===== config.mk =====
export PLATFORM = sky130hd
export DESIGN_NAME = json_string_unescape_flat
export DESIGN_NICKNAME = d
export VERILOG_FILES = /design/src/hdl/jsu_pkg.sv /design/src/hdl/jsu_if.sv /design/src/hdl/json_string_unescape.sv /design/src/hdl/jsu_front.sv /design/src/hdl/jsu_queue.sv /design/src/hdl/jsu_back.sv /design/src/flat_wrapper.sv
export SDC_FILE = /design/constraint.sdc
export NUM_CORES = 1
export LEC_CHECK = 0
export BUFFER_PORTS_ARGS = -buffer_cell sky130_fd_sc_hd__buf_2
export CORE_UTILIZATION = 45
export CTS_CLUSTER_SIZE = 10
export DETAILED_ROUTE_END_ITERATION = 8
export GPL_TIMING_DRIVEN = 0
export PLACE_DENSITY_LB_ADDON = 0.12
export SYNTH_ARGS = -nofsm -noshare
export SYNTH_HDL_FRONTEND = slang
export SYNTH_SLANG_ARGS = --single-unit

===== constraint.sdc =====
create_clock -name clk -period 6.1 [get_ports clk]
set_input_delay 1.22 -clock clk [delete_from_list [all_inputs] [get_ports clk]]
set_output_delay 1.22 -clock clk [all_outputs]
set_load 0.02 [all_outputs]

===== src/hdl/jsu_pkg.sv =====
// jsu_pkg: shared types and character constants for the json string unescaper
// no dependencies; used by json_string_unescape, jsu_front, jsu_queue and jsu_back

package jsu_pkg;

  // longest burst of output bytes caused by one input byte
  localparam int unsigned RunMax = 5;

  // character codes
  localparam logic [7:0] CH_BSL = 8'h5C;  // backslash
  localparam logic [7:0] CH_U   = 8'h75;  // 'u'
  localparam logic [7:0] CH_B   = 8'h62;
  localparam logic [7:0] CH_F   = 8'h66;
  localparam logic [7:0] CH_N   = 8'h6E;
  localparam logic [7:0] CH_R   = 8'h72;
  localparam logic [7:0] CH_T   = 8'h74;

  // utf-8 lead and continuation markers
  localparam logic [7:0]  UTF_LEAD2 = 8'hC0;
  localparam logic [7:0]  UTF_LEAD3 = 8'hE0;
  localparam logic [7:0]  UTF_CONT  = 8'h80;
  localparam logic [7:0]  UTF_MASK6 = 8'h3F;
  localparam logic [15:0] UTF_ONE_MAX = 16'h0080;
  localparam logic [15:0] UTF_TWO_MAX = 16'h0800;

  // one run of output bytes produced by a single input word
  typedef struct packed {
    logic [RunMax-1:0][7:0] bytes;
    logic [2:0]             count;  // 1..5 when queued
  } run_t;

  // status of the run queue seen by the front and back
  typedef struct packed {
    logic full;
    logic empty;
  } q_stat_t;

endpackage


===== src/hdl/jsu_if.sv =====
// jsu_if: valid/ready channel interfaces for raw input words and unescaped output words
// no dependencies

interface jsu_in_if;
  logic       valid;
  logic       ready;
  logic [7:0] in_byte;
  logic       is_final;

  modport source (output valid, output in_byte, output is_final, input ready);
  modport sink   (input valid, input in_byte, input is_final, output ready);
endinterface

interface jsu_out_if;
  logic       valid;
  logic       ready;
  logic [7:0] out_byte;
  logic       run_last;

  modport source (output valid, output out_byte, output run_last, input ready);
  modport sink   (input valid, input out_byte, input run_last, output ready);
endinterface


===== src/hdl/json_string_unescape.sv =====
// json_string_unescape: top level of the streaming json string unescaper
// depends on jsu_pkg, jsu_if, jsu_front, jsu_queue and jsu_back
//
// Usage:
//   in_ch carries one raw byte of a json string body per word, with is_final
//   set on the last byte of the string. out_ch carries the unescaped bytes;
//   run_last marks the last output byte caused by one input byte. Escapes
//   \" \\ \/ \b \f \n \r \t are translated, \uXXXX becomes 1 to 3 bytes of
//   utf-8, and a byte that produces no output (backslash, held hex digit)
//   only updates the decode state.
//   An accepted byte is classified in the same cycle and its run of 1 to 5
//   bytes goes into a QDEPTH-entry run queue; the run is registered in the
//   queue before its first byte is offered on out_ch. The back end sends one
//   byte per cycle while out_ch.ready is high, a run of n bytes as n words;
//   single-byte runs flow at one input byte per cycle while ready stays high.
//   in_ch.ready drops only when the run queue is full, so input keeps flowing
//   while the receiver stalls until QDEPTH runs are waiting.
//   Synchronous reset returns to plain text mode and empties the queue.

module json_string_unescape #(
  parameter int unsigned QDEPTH = 4
) (
  input  logic       clk,
  input  logic       rst,
  jsu_in_if.sink     in_ch,
  jsu_out_if.source  out_ch
);

  logic              push;
  logic              pop;
  jsu_pkg::run_t     push_run;
  jsu_pkg::run_t     head;
  jsu_pkg::q_stat_t  q_stat;

  // input classification and escape decoding
  jsu_front u_front (
    .clk      (clk),
    .rst      (rst),
    .in_ch    (in_ch),
    .q_stat   (q_stat),
    .push     (push),
    .push_run (push_run)
  );

  // run queue
  jsu_queue #(
    .DEPTH (QDEPTH)
  ) u_queue (
    .clk      (clk),
    .rst      (rst),
    .push     (push),
    .push_run (push_run),
    .pop      (pop),
    .head     (head),
    .q_stat   (q_stat)
  );

  // byte serializer
  jsu_back u_back (
    .clk    (clk),
    .rst    (rst),
    .head   (head),
    .q_stat (q_stat),
    .pop    (pop),
    .out_ch (out_ch)
  );

endmodule


===== src/hdl/jsu_front.sv =====
// jsu_front: accepts raw words, tracks escape state and builds output runs
// depends on jsu_pkg and jsu_if

module jsu_front (
  input  logic              clk,
  input  logic              rst,
  jsu_in_if.sink            in_ch,
  input  jsu_pkg::q_stat_t  q_stat,
  output logic              push,
  output jsu_pkg::run_t     push_run
);

  typedef enum logic [5:0] {
    ST_TEXT = 6'b000001,
    ST_ESC  = 6'b000010,
    ST_HEX0 = 6'b000100,
    ST_HEX1 = 6'b001000,
    ST_HEX2 = 6'b010000,
    ST_HEX3 = 6'b100000
  } state_t;

  state_t           mode;
  state_t           mode_next;
  logic [11:0]      cp;
  logic [11:0]      cp_next;
  logic [2:0][7:0]  held;
  logic             held_we;
  logic [1:0]       held_cnt;
  logic             accept;
  logic [7:0]       b;
  logic             fin;
  logic             hex_ok;
  logic [3:0]       hex_val;
  logic [15:0]      cp_full;
  logic             do_text;
  logic [2:0]       text_pos;
  jsu_pkg::run_t    run;

  assign b      = in_ch.in_byte;
  assign fin    = in_ch.is_final;
  assign in_ch.ready = !q_stat.full;
  assign accept = in_ch.valid && !q_stat.full;

  // hex digit decode, either case
  always_comb begin
    hex_ok  = 1'b1;
    hex_val = 4'h0;
    if (b >= 8'h30 && b <= 8'h39) begin
      hex_val = 4'(b - 8'h30);
    end else if (b >= 8'h61 && b <= 8'h66) begin
      hex_val = 4'(b - 8'h57);
    end else if (b >= 8'h41 && b <= 8'h46) begin
      hex_val = 4'(b - 8'h37);
    end else begin
      hex_ok = 1'b0;
    end
  end

  // number of hex digits already held
  always_comb begin
    unique case (mode)
      ST_HEX1: held_cnt = 2'd1;
      ST_HEX2: held_cnt = 2'd2;
      ST_HEX3: held_cnt = 2'd3;
      default: held_cnt = 2'd0;
    endcase
  end

  assign cp_full = {cp, hex_val};

  // classify the word and build its run
  always_comb begin
    mode_next = mode;
    cp_next   = cp;
    held_we   = 1'b0;
    run       = '0;
    do_text   = 1'b0;
    text_pos  = 3'd0;
    unique case (mode)
      ST_ESC: begin
        mode_next = ST_TEXT;
        run.count = 3'd1;
        unique case (b)
          jsu_pkg::CH_B: run.bytes[0] = 8'h08;
          jsu_pkg::CH_F: run.bytes[0] = 8'h0C;
          jsu_pkg::CH_N: run.bytes[0] = 8'h0A;
          jsu_pkg::CH_R: run.bytes[0] = 8'h0D;
          jsu_pkg::CH_T: run.bytes[0] = 8'h09;
          jsu_pkg::CH_U: begin
            run.bytes[0] = jsu_pkg::CH_U;
            if (!fin) begin
              mode_next = ST_HEX0;
              cp_next   = '0;
              run.count = 3'd0;
            end
          end
          default: run.bytes[0] = b;
        endcase
      end
      ST_HEX0, ST_HEX1, ST_HEX2, ST_HEX3: begin
        if (hex_ok && held_cnt == 2'd3) begin
          // fourth digit: emit utf-8 of the code point
          mode_next = ST_TEXT;
          cp_next   = '0;
          if (cp_full < jsu_pkg::UTF_ONE_MAX) begin
            run.bytes[0] = cp_full[7:0];
            run.count    = 3'd1;
          end else if (cp_full < jsu_pkg::UTF_TWO_MAX) begin
            run.bytes[0] = jsu_pkg::UTF_LEAD2 | {3'b000, cp_full[10:6]};
            run.bytes[1] = jsu_pkg::UTF_CONT | ({2'b00, cp_full[5:0]} & jsu_pkg::UTF_MASK6);
            run.count    = 3'd2;
          end else begin
            run.bytes[0] = jsu_pkg::UTF_LEAD3 | {4'h0, cp_full[15:12]};
            run.bytes[1] = jsu_pkg::UTF_CONT | ({2'b00, cp_full[11:6]} & jsu_pkg::UTF_MASK6);
            run.bytes[2] = jsu_pkg::UTF_CONT | ({2'b00, cp_full[5:0]} & jsu_pkg::UTF_MASK6);
            run.count    = 3'd3;
          end
        end else if (hex_ok && !fin) begin
          // hold the digit and keep accumulating
          held_we   = 1'b1;
          cp_next   = {cp[7:0], hex_val};
          mode_next = state_t'(mode << 1);
        end else begin
          // broken escape: replay 'u' and held digits, then treat as text
          mode_next    = ST_TEXT;
          cp_next      = '0;
          run.bytes[0] = jsu_pkg::CH_U;
          for (int i = 0; i < 3; i++) begin
            if (2'(i) < held_cnt) begin
              run.bytes[i+1] = held[i];
            end
          end
          text_pos = 3'(held_cnt) + 3'd1;
          do_text  = 1'b1;
        end
      end
      default: begin
        mode_next = ST_TEXT;
        do_text   = 1'b1;
      end
    endcase

    // plain text handling at the current run position
    if (do_text) begin
      run.count = text_pos;
      if (b == jsu_pkg::CH_BSL) begin
        if (!fin) begin
          mode_next = ST_ESC;
        end
      end else begin
        run.bytes[text_pos] = b;
        run.count           = text_pos + 3'd1;
      end
    end

    // end of string returns to text mode
    if (fin) begin
      mode_next = ST_TEXT;
      cp_next   = '0;
    end
  end

  assign push     = accept && (run.count != 3'd0);
  assign push_run = run;

  // decode state
  always_ff @(posedge clk) begin
    if (rst) begin
      mode <= ST_TEXT;
      cp   <= '0;
    end else if (accept) begin
      mode <= mode_next;
      cp   <= cp_next;
    end
  end

  // held digits, no reset
  always_ff @(posedge clk) begin
    if (accept && held_we) begin
      held[held_cnt] <= b;
    end
  end

endmodule


===== src/hdl/jsu_queue.sv =====
// jsu_queue: small register queue of output runs between front and back
// depends on jsu_pkg

module jsu_queue #(
  parameter int unsigned DEPTH = 4
) (
  input  logic              clk,
  input  logic              rst,
  input  logic              push,
  input  jsu_pkg::run_t     push_run,
  input  logic              pop,
  output jsu_pkg::run_t     head,
  output jsu_pkg::q_stat_t  q_stat
);

  localparam int unsigned PTR_W = (DEPTH > 1) ? $clog2(DEPTH) : 1;
  localparam int unsigned CNT_W = $clog2(DEPTH + 1);

  jsu_pkg::run_t    mem [DEPTH];
  logic [PTR_W-1:0] wptr;
  logic [PTR_W-1:0] rptr;
  logic [CNT_W-1:0] fill;

  assign q_stat.full  = (fill == CNT_W'(DEPTH));
  assign q_stat.empty = (fill == '0);
  assign head         = mem[rptr];

  // pointers and fill level
  always_ff @(posedge clk) begin
    if (rst) begin
      wptr <= '0;
      rptr <= '0;
      fill <= '0;
    end else begin
      if (push) begin
        wptr <= (wptr == PTR_W'(DEPTH - 1)) ? '0 : wptr + 1'b1;
      end
      if (pop) begin
        rptr <= (rptr == PTR_W'(DEPTH - 1)) ? '0 : rptr + 1'b1;
      end
      if (push && !pop) begin
        fill <= fill + 1'b1;
      end else if (pop && !push) begin
        fill <= fill - 1'b1;
      end
    end
  end

  // run storage
  always_ff @(posedge clk) begin
    if (push) begin
      mem[wptr] <= push_run;
    end
  end

endmodule


===== src/hdl/jsu_back.sv =====
// jsu_back: walks the head run of the queue and sends one byte per word
// depends on jsu_pkg and jsu_if

module jsu_back (
  input  logic              clk,
  input  logic              rst,
  input  jsu_pkg::run_t     head,
  input  jsu_pkg::q_stat_t  q_stat,
  output logic              pop,
  jsu_out_if.source         out_ch
);

  logic [2:0] idx;
  logic       last;
  logic       send;

  assign last = (idx == head.count - 3'd1);
  assign send = out_ch.valid && out_ch.ready;
  assign pop  = send && last;

  assign out_ch.valid    = !q_stat.empty;
  assign out_ch.out_byte = head.bytes[idx];
  assign out_ch.run_last = last;

  // position inside the current run
  always_ff @(posedge clk) begin
    if (rst) begin
      idx <= '0;
    end else if (send) begin
      idx <= last ? 3'd0 : idx + 3'd1;
    end
  end

endmodule

===== src/flat_wrapper.sv =====
// flat-port wrapper written by rule: the top's interface ports become plain ports
module json_string_unescape_flat 
#(
  parameter int unsigned QDEPTH = 4
)
  (clk, rst, in_ch_valid, in_ch_in_byte, in_ch_is_final, in_ch_ready, out_ch_valid, out_ch_out_byte, out_ch_run_last, out_ch_ready);
  jsu_in_if in_ch_i ();
  jsu_out_if out_ch_i ();
  input  logic clk;
  input  logic rst;
  input wire logic [$bits(in_ch_i.valid)-1:0] in_ch_valid;
  input wire logic [$bits(in_ch_i.in_byte)-1:0] in_ch_in_byte;
  input wire logic [$bits(in_ch_i.is_final)-1:0] in_ch_is_final;
  output wire logic [$bits(in_ch_i.ready)-1:0] in_ch_ready;
  output wire logic [$bits(out_ch_i.valid)-1:0] out_ch_valid;
  output wire logic [$bits(out_ch_i.out_byte)-1:0] out_ch_out_byte;
  output wire logic [$bits(out_ch_i.run_last)-1:0] out_ch_run_last;
  input wire logic [$bits(out_ch_i.ready)-1:0] out_ch_ready;
  assign in_ch_i.valid = in_ch_valid;
  assign in_ch_i.in_byte = in_ch_in_byte;
  assign in_ch_i.is_final = in_ch_is_final;
  assign in_ch_ready = in_ch_i.ready;
  assign out_ch_valid = out_ch_i.valid;
  assign out_ch_out_byte = out_ch_i.out_byte;
  assign out_ch_run_last = out_ch_i.run_last;
  assign out_ch_i.ready = out_ch_ready;
  json_string_unescape #(.QDEPTH(QDEPTH)) u_core (.clk(clk), .rst(rst), .in_ch(in_ch_i), .out_ch(out_ch_i));
endmodule

* After elaboration in Yosys (flattened, before gate mapping)
Memories as Yosys holds them, arrays and structs flattened. A register that Yosys moved wholly into a read port is not among the register bits. Index checks and enable logic that the tools add are counted.
Word-level totals: memories kept 1, RAM bits 172, output and inout bits 11, flip-flop bits (word level) 52, logic and storage cells 143, input port bits 13
Memory list:
- u_core.u_queue.mem | depth 4, bits a word 43, read ports 1, clocked after Yosys merged registers in 1, write ports 1, RTL line jsu_queue.sv:19 | jsu_pkg::run_t mem [DEPTH];
Operators by class: muxes and demuxes 63, equal/unequal tests 18, $add $sub $neg 11, order comparisons 16, reduce and logical (&&, ||, !) cells 25
Operators by type and width (count):
- 2-to-1 mux 43 bit | 2
- 2-to-1 mux 8 bit | 8
- equality test 8 x 7 -> 1 bit (second input constant) | 7
- 2-to-1 mux 12 bit | 4
- 2-to-1 mux 24 bit | 2
- case mux 8 bit (6 select lines) | 1
- bitwise mux 40 bit | 1
- 2-to-1 mux 32 bit | 1
- 2-to-1 mux 6 bit | 5
- 2-to-1 mux 3 bit | 9
- binary-select mux 8 bit (select 3 bit) | 1
- bitwise mux 24 bit | 1
- demux 8 bit (select 3 bit) | 1
- case mux 12 bit (2 select lines) | 1
- case mux 11 bit (2 select lines) | 1
- 2-to-1 mux 17 bit | 1
- demux 8 bit (select 2 bit) | 1
- >= comparator 8 x 7 -> 1 bit (second input constant) | 2
- less-or-equal comparator 8 x 7 -> 1 bit (second input constant) | 2
- less-than comparator 16 x 12 -> 1 bit (second input constant) | 1
- less-than comparator 16 x 8 -> 1 bit (second input constant) | 1
- 2-to-1 mux 16 bit | 1
- logical AND 1 bit | 14
- 2-to-1 mux 4 bit | 3
- other kinds (35) | 62

* Logic depth before layout (Yosys ltp)
depth after elaboration 22, depth in mapped cells 19, gate-level depth less buffers 17

* Modules after synthesis
A second synthesis with hierarchy kept.
Second synthesis, totals: cells, all modules 731, area total of the unflattened synthesis 10592.7 um^2
By module, submodules not included:
- jsu_queue | cells an instance 269, sequential area each 5345.1 um^2, times used 1, area an instance 6700.2 um^2
- jsu_front | cells an instance 396, sequential area each 1081.0 um^2, times used 1, area an instance 3286.9 um^2
- jsu_back | cells an instance 66, sequential area each 60.1 um^2, times used 1, area an instance 605.6 um^2

* Worst setup path after synthesis
OpenSTA, ideal clock, no wires.
kind input port to flip-flop, from input port in_ch_in_byte[0], to memory u_core.u_queue.mem[3][0] (netlist bit), enable pin, arrival 4.805 ns, path buffers 1, required time 5.695 ns, setup time 0.405 ns, stages on the path 13, slack 0.891 ns, cells stage by stage buf_2 -> inv_1 -> ha_1 -> nor3b_2 -> or4_1 -> a2bb2oi_4 -> nor3_2 -> ha_1 -> nand3_1 -> a22oi_1 -> nor2_1 -> a21oi_1 -> and2_1
Between the ends: longest elaborated chain between the ends 16, elaborated cells on any way between the ends 42, those cells by class 4 x add/sub; 8 x order compare; 2 x eq/ne; 21 x mux; 7 x reduce/logical
RTL lines:
- start: declaration | RTL line flat_wrapper.sv:12 | input wire logic [$bits(in_ch_i.in_byte)-1:0] in_ch_in_byte;
- branches (longest 11 deep; another with less-than comparator 16 x 12 -> 1 bit)
- 2-to-1 mux 43 bit (*) | RTL line jsu_front.sv:144 | if (do_text) begin
- nonzero test 3 bit (*) | RTL line jsu_front.sv:163 | assign push = accept && (run.count != 3'd0);
- logical AND 1 bit (*) | RTL line jsu_front.sv:163
- net u_core.push | RTL line json_string_unescape.sv:29 | logic push;
- 2-to-1 mux 1 bit (*) | RTL line jsu_queue.sv:51 | if (push) begin
- 2-to-1 mux 1 bit (implied by the code) (*) | RTL line jsu_queue.sv:52 | mem[wptr] <= push_run;
- end: declaration | RTL line jsu_queue.sv:19
Mark *: on every way through the listed nets, which the timed path passes.

* Worst setup path in the final report
from input port in_ch_in_byte[0], to register u_core.u_queue.fill[2]
Between the ends: longest elaborated chain between the ends 17, elaborated cells on any way between the ends 45, those cells by class 4 x add/sub; 8 x order compare; 2 x eq/ne; 20 x mux; 11 x reduce/logical
RTL lines:
- branches (longest 11 deep; another with less-than comparator 16 x 12 -> 1 bit)
- 2-to-1 mux 43 bit (*) | RTL line jsu_front.sv:144
- nonzero test 3 bit (*) | RTL line jsu_front.sv:163
- logical AND 1 bit (*) | RTL line jsu_front.sv:163
- net u_core.push | RTL line json_string_unescape.sv:29
- logical NOT 1 bit | RTL line jsu_queue.sv:43 | end else if (pop && !push) begin
- logical AND 1 bit | RTL line jsu_queue.sv:43
- nonzero test 2 bit (no line)
- end signal: assignment | RTL line jsu_queue.sv:42 | fill <= fill + 1'b1;
- end signal: assignment | RTL line jsu_queue.sv:44 | fill <= fill - 1'b1;
- end: declaration | RTL line jsu_queue.sv:22 | logic [CNT_W-1:0] fill;
Marks and branches as above. A chain may end at the register's enable or synchronous reset.

==> run summary <==
STA
-------------------------------------------------------------------------------------------------
Endpoints failing hold                                                                          0
Worst slack on hold paths                                                               0.5095 ns
Worst clock skew                                                                       0.02338 ns
Period minus WS final                                                                    5.542 ns
Setup-violating endpoint count in the final report                                              0
Setup repair after global routing missed its margin                                            no
Final cycle utilization of the critical path                                               90.86%
Highest Clock Rate                                                                     0.1804 GHz
Slew Viols, Final                                                                               0
Actual transition at the worst max-transition pin                                        1.037 ns
Headroom to the max-slew limit                                                             30.90%

CLOCK TREE
-------------------------------------------------------------------------------------------------
Clock transition at the registers of the reported paths                                   0.05 ns
Number of sinks driven by the clock tree                                                      226
Total clock buffers created by CTS                                                             27
H-tree depth                                                                                    1
Clk Tree Root Cell                                                                      clkbuf_16
Clock tree from TritonCTS                                                                    done
Clock insertion delay at the later pin of the skew report                                 0.53 ns
CTS max path bufs                                                                               3
Number of setup buffers added after CTS                                                         0
Quantity of hold-fixing buffers added after cts                                                 0
PostCTS Resize Cnt                                                                              0

MIN PATH
-------------------------------------------------------------------------------------------------
Startpoint of the worst hold path                                                    u_core.u_queue.fill[2]
Hold crit path type                                                                  flip-flop to flip-flop

FLOORPLANNING
-------------------------------------------------------------------------------------------------
Core area                                                                            0.02257 mm^2
Number of primary I/O pins                                                                     24
DIE HEIGHT                                                                               153.6 um
Starting utilization of the core area                                                      45.80%
Area of the die                                                                      0.02359 mm^2
Number of cell rows                                                                            55
Horiz. Die Dim                                                                           153.6 um

LAYOUT
-------------------------------------------------------------------------------------------------
Share of layout cells above drive strength 1                                               19.67%
Synth-to-Final Area Change                                                                 12.83%
Antenna cell count                                                                              0
Final instance area                                                                  0.01166 mm^2
Fin cells                                                                                    1063
Final Net Count                                                                               788

SETUP PATH
-------------------------------------------------------------------------------------------------
CP max stage delay                                                                        0.62 ns
Critical path origin                                                                 in_ch_in_byte[0]
Worst Setup Path Type                                                                primary input to flip-flop
Slowest stage cell on the critical path                                                     or4_1
Crit path max-delay family                                                           simple AND/OR/NAND/NOR gates
Sort of element at the end of the critical path                                         flip-flop
Buffers plus inverters on the worst setup path                                                  4
Source of the worst register-to-register timing path                                 u_core.u_front.mode[0]
CP cell instances                                                                    buf_2 > buf_2 > inv_1 > ha_1 > nor3b_2 > or4_1 > a2bb2oi_4 > nor3_2 > ha_1 > nand3_1 > a22oi_1 > nor2_1 > a21oi_1 > ha_1 > inv_1 > fa_1 > xor2_1 > or3_1 > a21oi_1
Largest fanout on the critical path                                                            10
WP data required                                                                          6.55 ns
Crit path arrival time                                                                    5.99 ns
Startpoint kind of the worst setup timing path                                       primary input
Cell repeated most along the worst path                                                      ha_1

ROUTING
-------------------------------------------------------------------------------------------------
Iter 0 DRT Violations                                                                         544
Routed vias                                                                                  6429
Detail-routed via count per cell                                                            6.048
Detailed-route DRC error count                                                                  0
Number of detailed-route iterations in the first pass                                           4
Average routed wire per standard cell                                                    23.56 um
Number of nets with antenna violations after routing                                            0
DRT Wirelength                                                                           25.05 mm

SYNTHESIS
-------------------------------------------------------------------------------------------------
Number of distinct library cell variants in the gate-level netlist after synthesis             73
Main synth FF type                                                                       edfxtp_1
Number of enable flip-flop cells after synthesis                                              196
Synthesized area                                                                     0.01034 mm^2
Post-synthesis cell count                                                                     702
Post-synthesis area per instance                                                       14.73 um^2
Synthesis-stage register bit count                                                            226
Syn Nets                                                                                      733
Proportion of synthesized chip area in sequential cells                                    62.74%
Number of warnings issued by yosys                                                              0
Asr flop ratio synth                                                                           0%

GLOBAL ROUTING
-------------------------------------------------------------------------------------------------
Largest net degree at the start of global routing                                              32
First-pass GRT wire length                                                               38.61 mm
Global Route met3 Usage                                                                    2.790%
Total gr overflow                                                                               0
Overall global routing resource usage                                                      21.87%
Met2 track demand over resource                                                            36.39%
Met1 demand-to-capacity share in global routing                                            30.44%
Vias in the first global route                                                               6501
Initial antenna violation count                                                                 0
Most used routing layer in global routing                                                    met2

PLACED DESIGN
-------------------------------------------------------------------------------------------------
Cell area reported after detailed placement                                          0.01089 mm^2
Cell count after placement                                                                   1013
Global placement routability congestion                                                    0.9035
Buffers added on ports                                                                         22
Post-DP HPWL                                                                             17.30 mm

POWER AND IR DROP
-------------------------------------------------------------------------------------------------
Overall power of the completed layout                                                    3.998 mW
Leak                                                                                     4.009 nW
IR drop worst, VDD                                                                      0.1924 mV
Power density over the cells                                                         342.8 mW/mm^2

RUN STATUS
-------------------------------------------------------------------------------------------------
Status                                                                               finished, final reports clean

JOB
-------------------------------------------------------------------------------------------------
Number of max-cap violations                                                                    0

worst min-delay path, delay by kind of cell (launching register included):
family,cells,cell delay (ns)
DFF,1,0.32
AOI/OAI and AO/OA,2,0.14
per-layer routing:
metal | wire, um | vias up | share of wire [%]
li1 | - | 2862 | -
met1 | 10910 | 3297 | 44
met2 | 12180 | 225 | 49
met3 | 1415 | 45 | 5.6
met4 | 535 | 0 | 2.1
met5 | 0 | - | 0
cells by family after synthesis:
kind of cell               count (synthesis)  share of synthesized area, %
AOI/OAI and AO/OA                        127                         8.883
adders and majority gates                 18                         2.251
DFF                                      226                         62.74
buffers and inverters                     72                         2.880
and+or+nand+nor                          188                         10.32
muxes                                     57                         11.74
xor gates and xnor gates                  14                         1.186
through the flow:
stage | TNS [ns] | setup slack (ns) | utilization (%)
floorplan | 0 | 0.8907 | -
global placement | -127.05 | -0.7539 | 47.87
detailed placement | 0 | 0.02988 | 48.25
CTS | 0 | 0.5654 | 51.68
global route | 0 | 0.2092 | 51.68
finish | 0 | 0.5575 | 51.68
power by group:
part / leakage (nW) / internal (mW) / switching [mW] / total, mW
logic: 1.50 / 0.313 / 0.427 / 0.740
registers: 2.14 / 1.81 / 0.0387 / 1.85
clock network: 0.372 / 0.827 / 0.586 / 1.41
path summary, 6_finish.rpt:
path | to | slack, ns | cells after the start
worst max register to register | u_core.u_queue.fill[2] | 1.14 | 18
worst min register to register | u_core.u_queue.fill[2] | 0.51 | 2
worst min-delay path | u_core.u_queue.fill[2] | 0.51 | 2
worst max-delay path | u_core.u_queue.fill[2] | 0.56 | 19
synth_stat cells, types with 3 or more instances:
library cell | count | area (um^2)
a21o_1 | 3 | 22.52
a21oi_1 | 26 | 130.1
a221oi_1 | 5 | 43.79
a22o_1 | 11 | 96.34
a22oi_1 | 17 | 127.6
a31oi_1 | 6 | 37.54
and2_1 | 15 | 93.84
and3_1 | 6 | 37.54
buf_2 | 13 | 65.06
clkbuf_1 | 21 | 78.83
dfxtp_1 | 30 | 600.6
edfxtp_1 | 196 | 5886
ha_1 | 17 | 212.7
inv_1 | 34 | 127.6
mux2i_1 | 5 | 50.05
mux4_2 | 51 | 1149
nand2_1 | 35 | 131.4
nand2b_1 | 3 | 18.77
nand3_1 | 13 | 65.06
nand4_1 | 3 | 18.77
nor2_1 | 57 | 214.0
nor2b_1 | 4 | 25.02
nor3_1 | 7 | 35.03
nor3_2 | 3 | 30.03
nor4_1 | 6 | 37.54
nor4b_4 | 3 | 71.32
o21a_1 | 3 | 22.52
o21ai_0 | 14 | 70.07
o22ai_1 | 13 | 81.33
o31ai_1 | 6 | 45.04
or2_2 | 5 | 31.28
or3_1 | 6 | 37.54
or4_1 | 4 | 30.03
xnor2_1 | 6 | 52.55
xor2_1 | 8 | 70.07
final cells by class:
class | count | area [um^2]
sequential | 226 | 6486
timing repair buffer | 26 | 190.2
clock inverter | 4 | 27.53
buffer | 38 | 170.2
inverter | 34 | 127.6
multi-input combinational | 404 | 3560
clock buffer | 46 | 747.0
fill | 1892 | 10910
tap | 285 | 356.6
registers in the layout, summed over array words and instances, names as in the netlist, named ones only:
name,cells
u_core.u_queue.wptr,2
u_core.u_front.mode,6
u_core.u_queue.fill,3
u_core.u_front.held,24
u_core.u_back.idx,3
u_core.u_queue.mem,172
u_core.u_front.cp,12
u_core.u_queue.rptr,2
cells in the final DEF (no fill, tap or decap), types with 13 or more instances in the layout:
cell type,n
o22ai_1,13
mux4_2,51
nand2_1,35
dfxtp_1,30
a22oi_1,17
a21oi_1,26
clkbuf_16,27
ha_1,17
nand3_1,13
buf_2,35
inv_1,34
o21ai_0,14
clkbuf_1,40
nor2_1,57
edfxtp_1,196
Power figures use the tool's default switching activity.
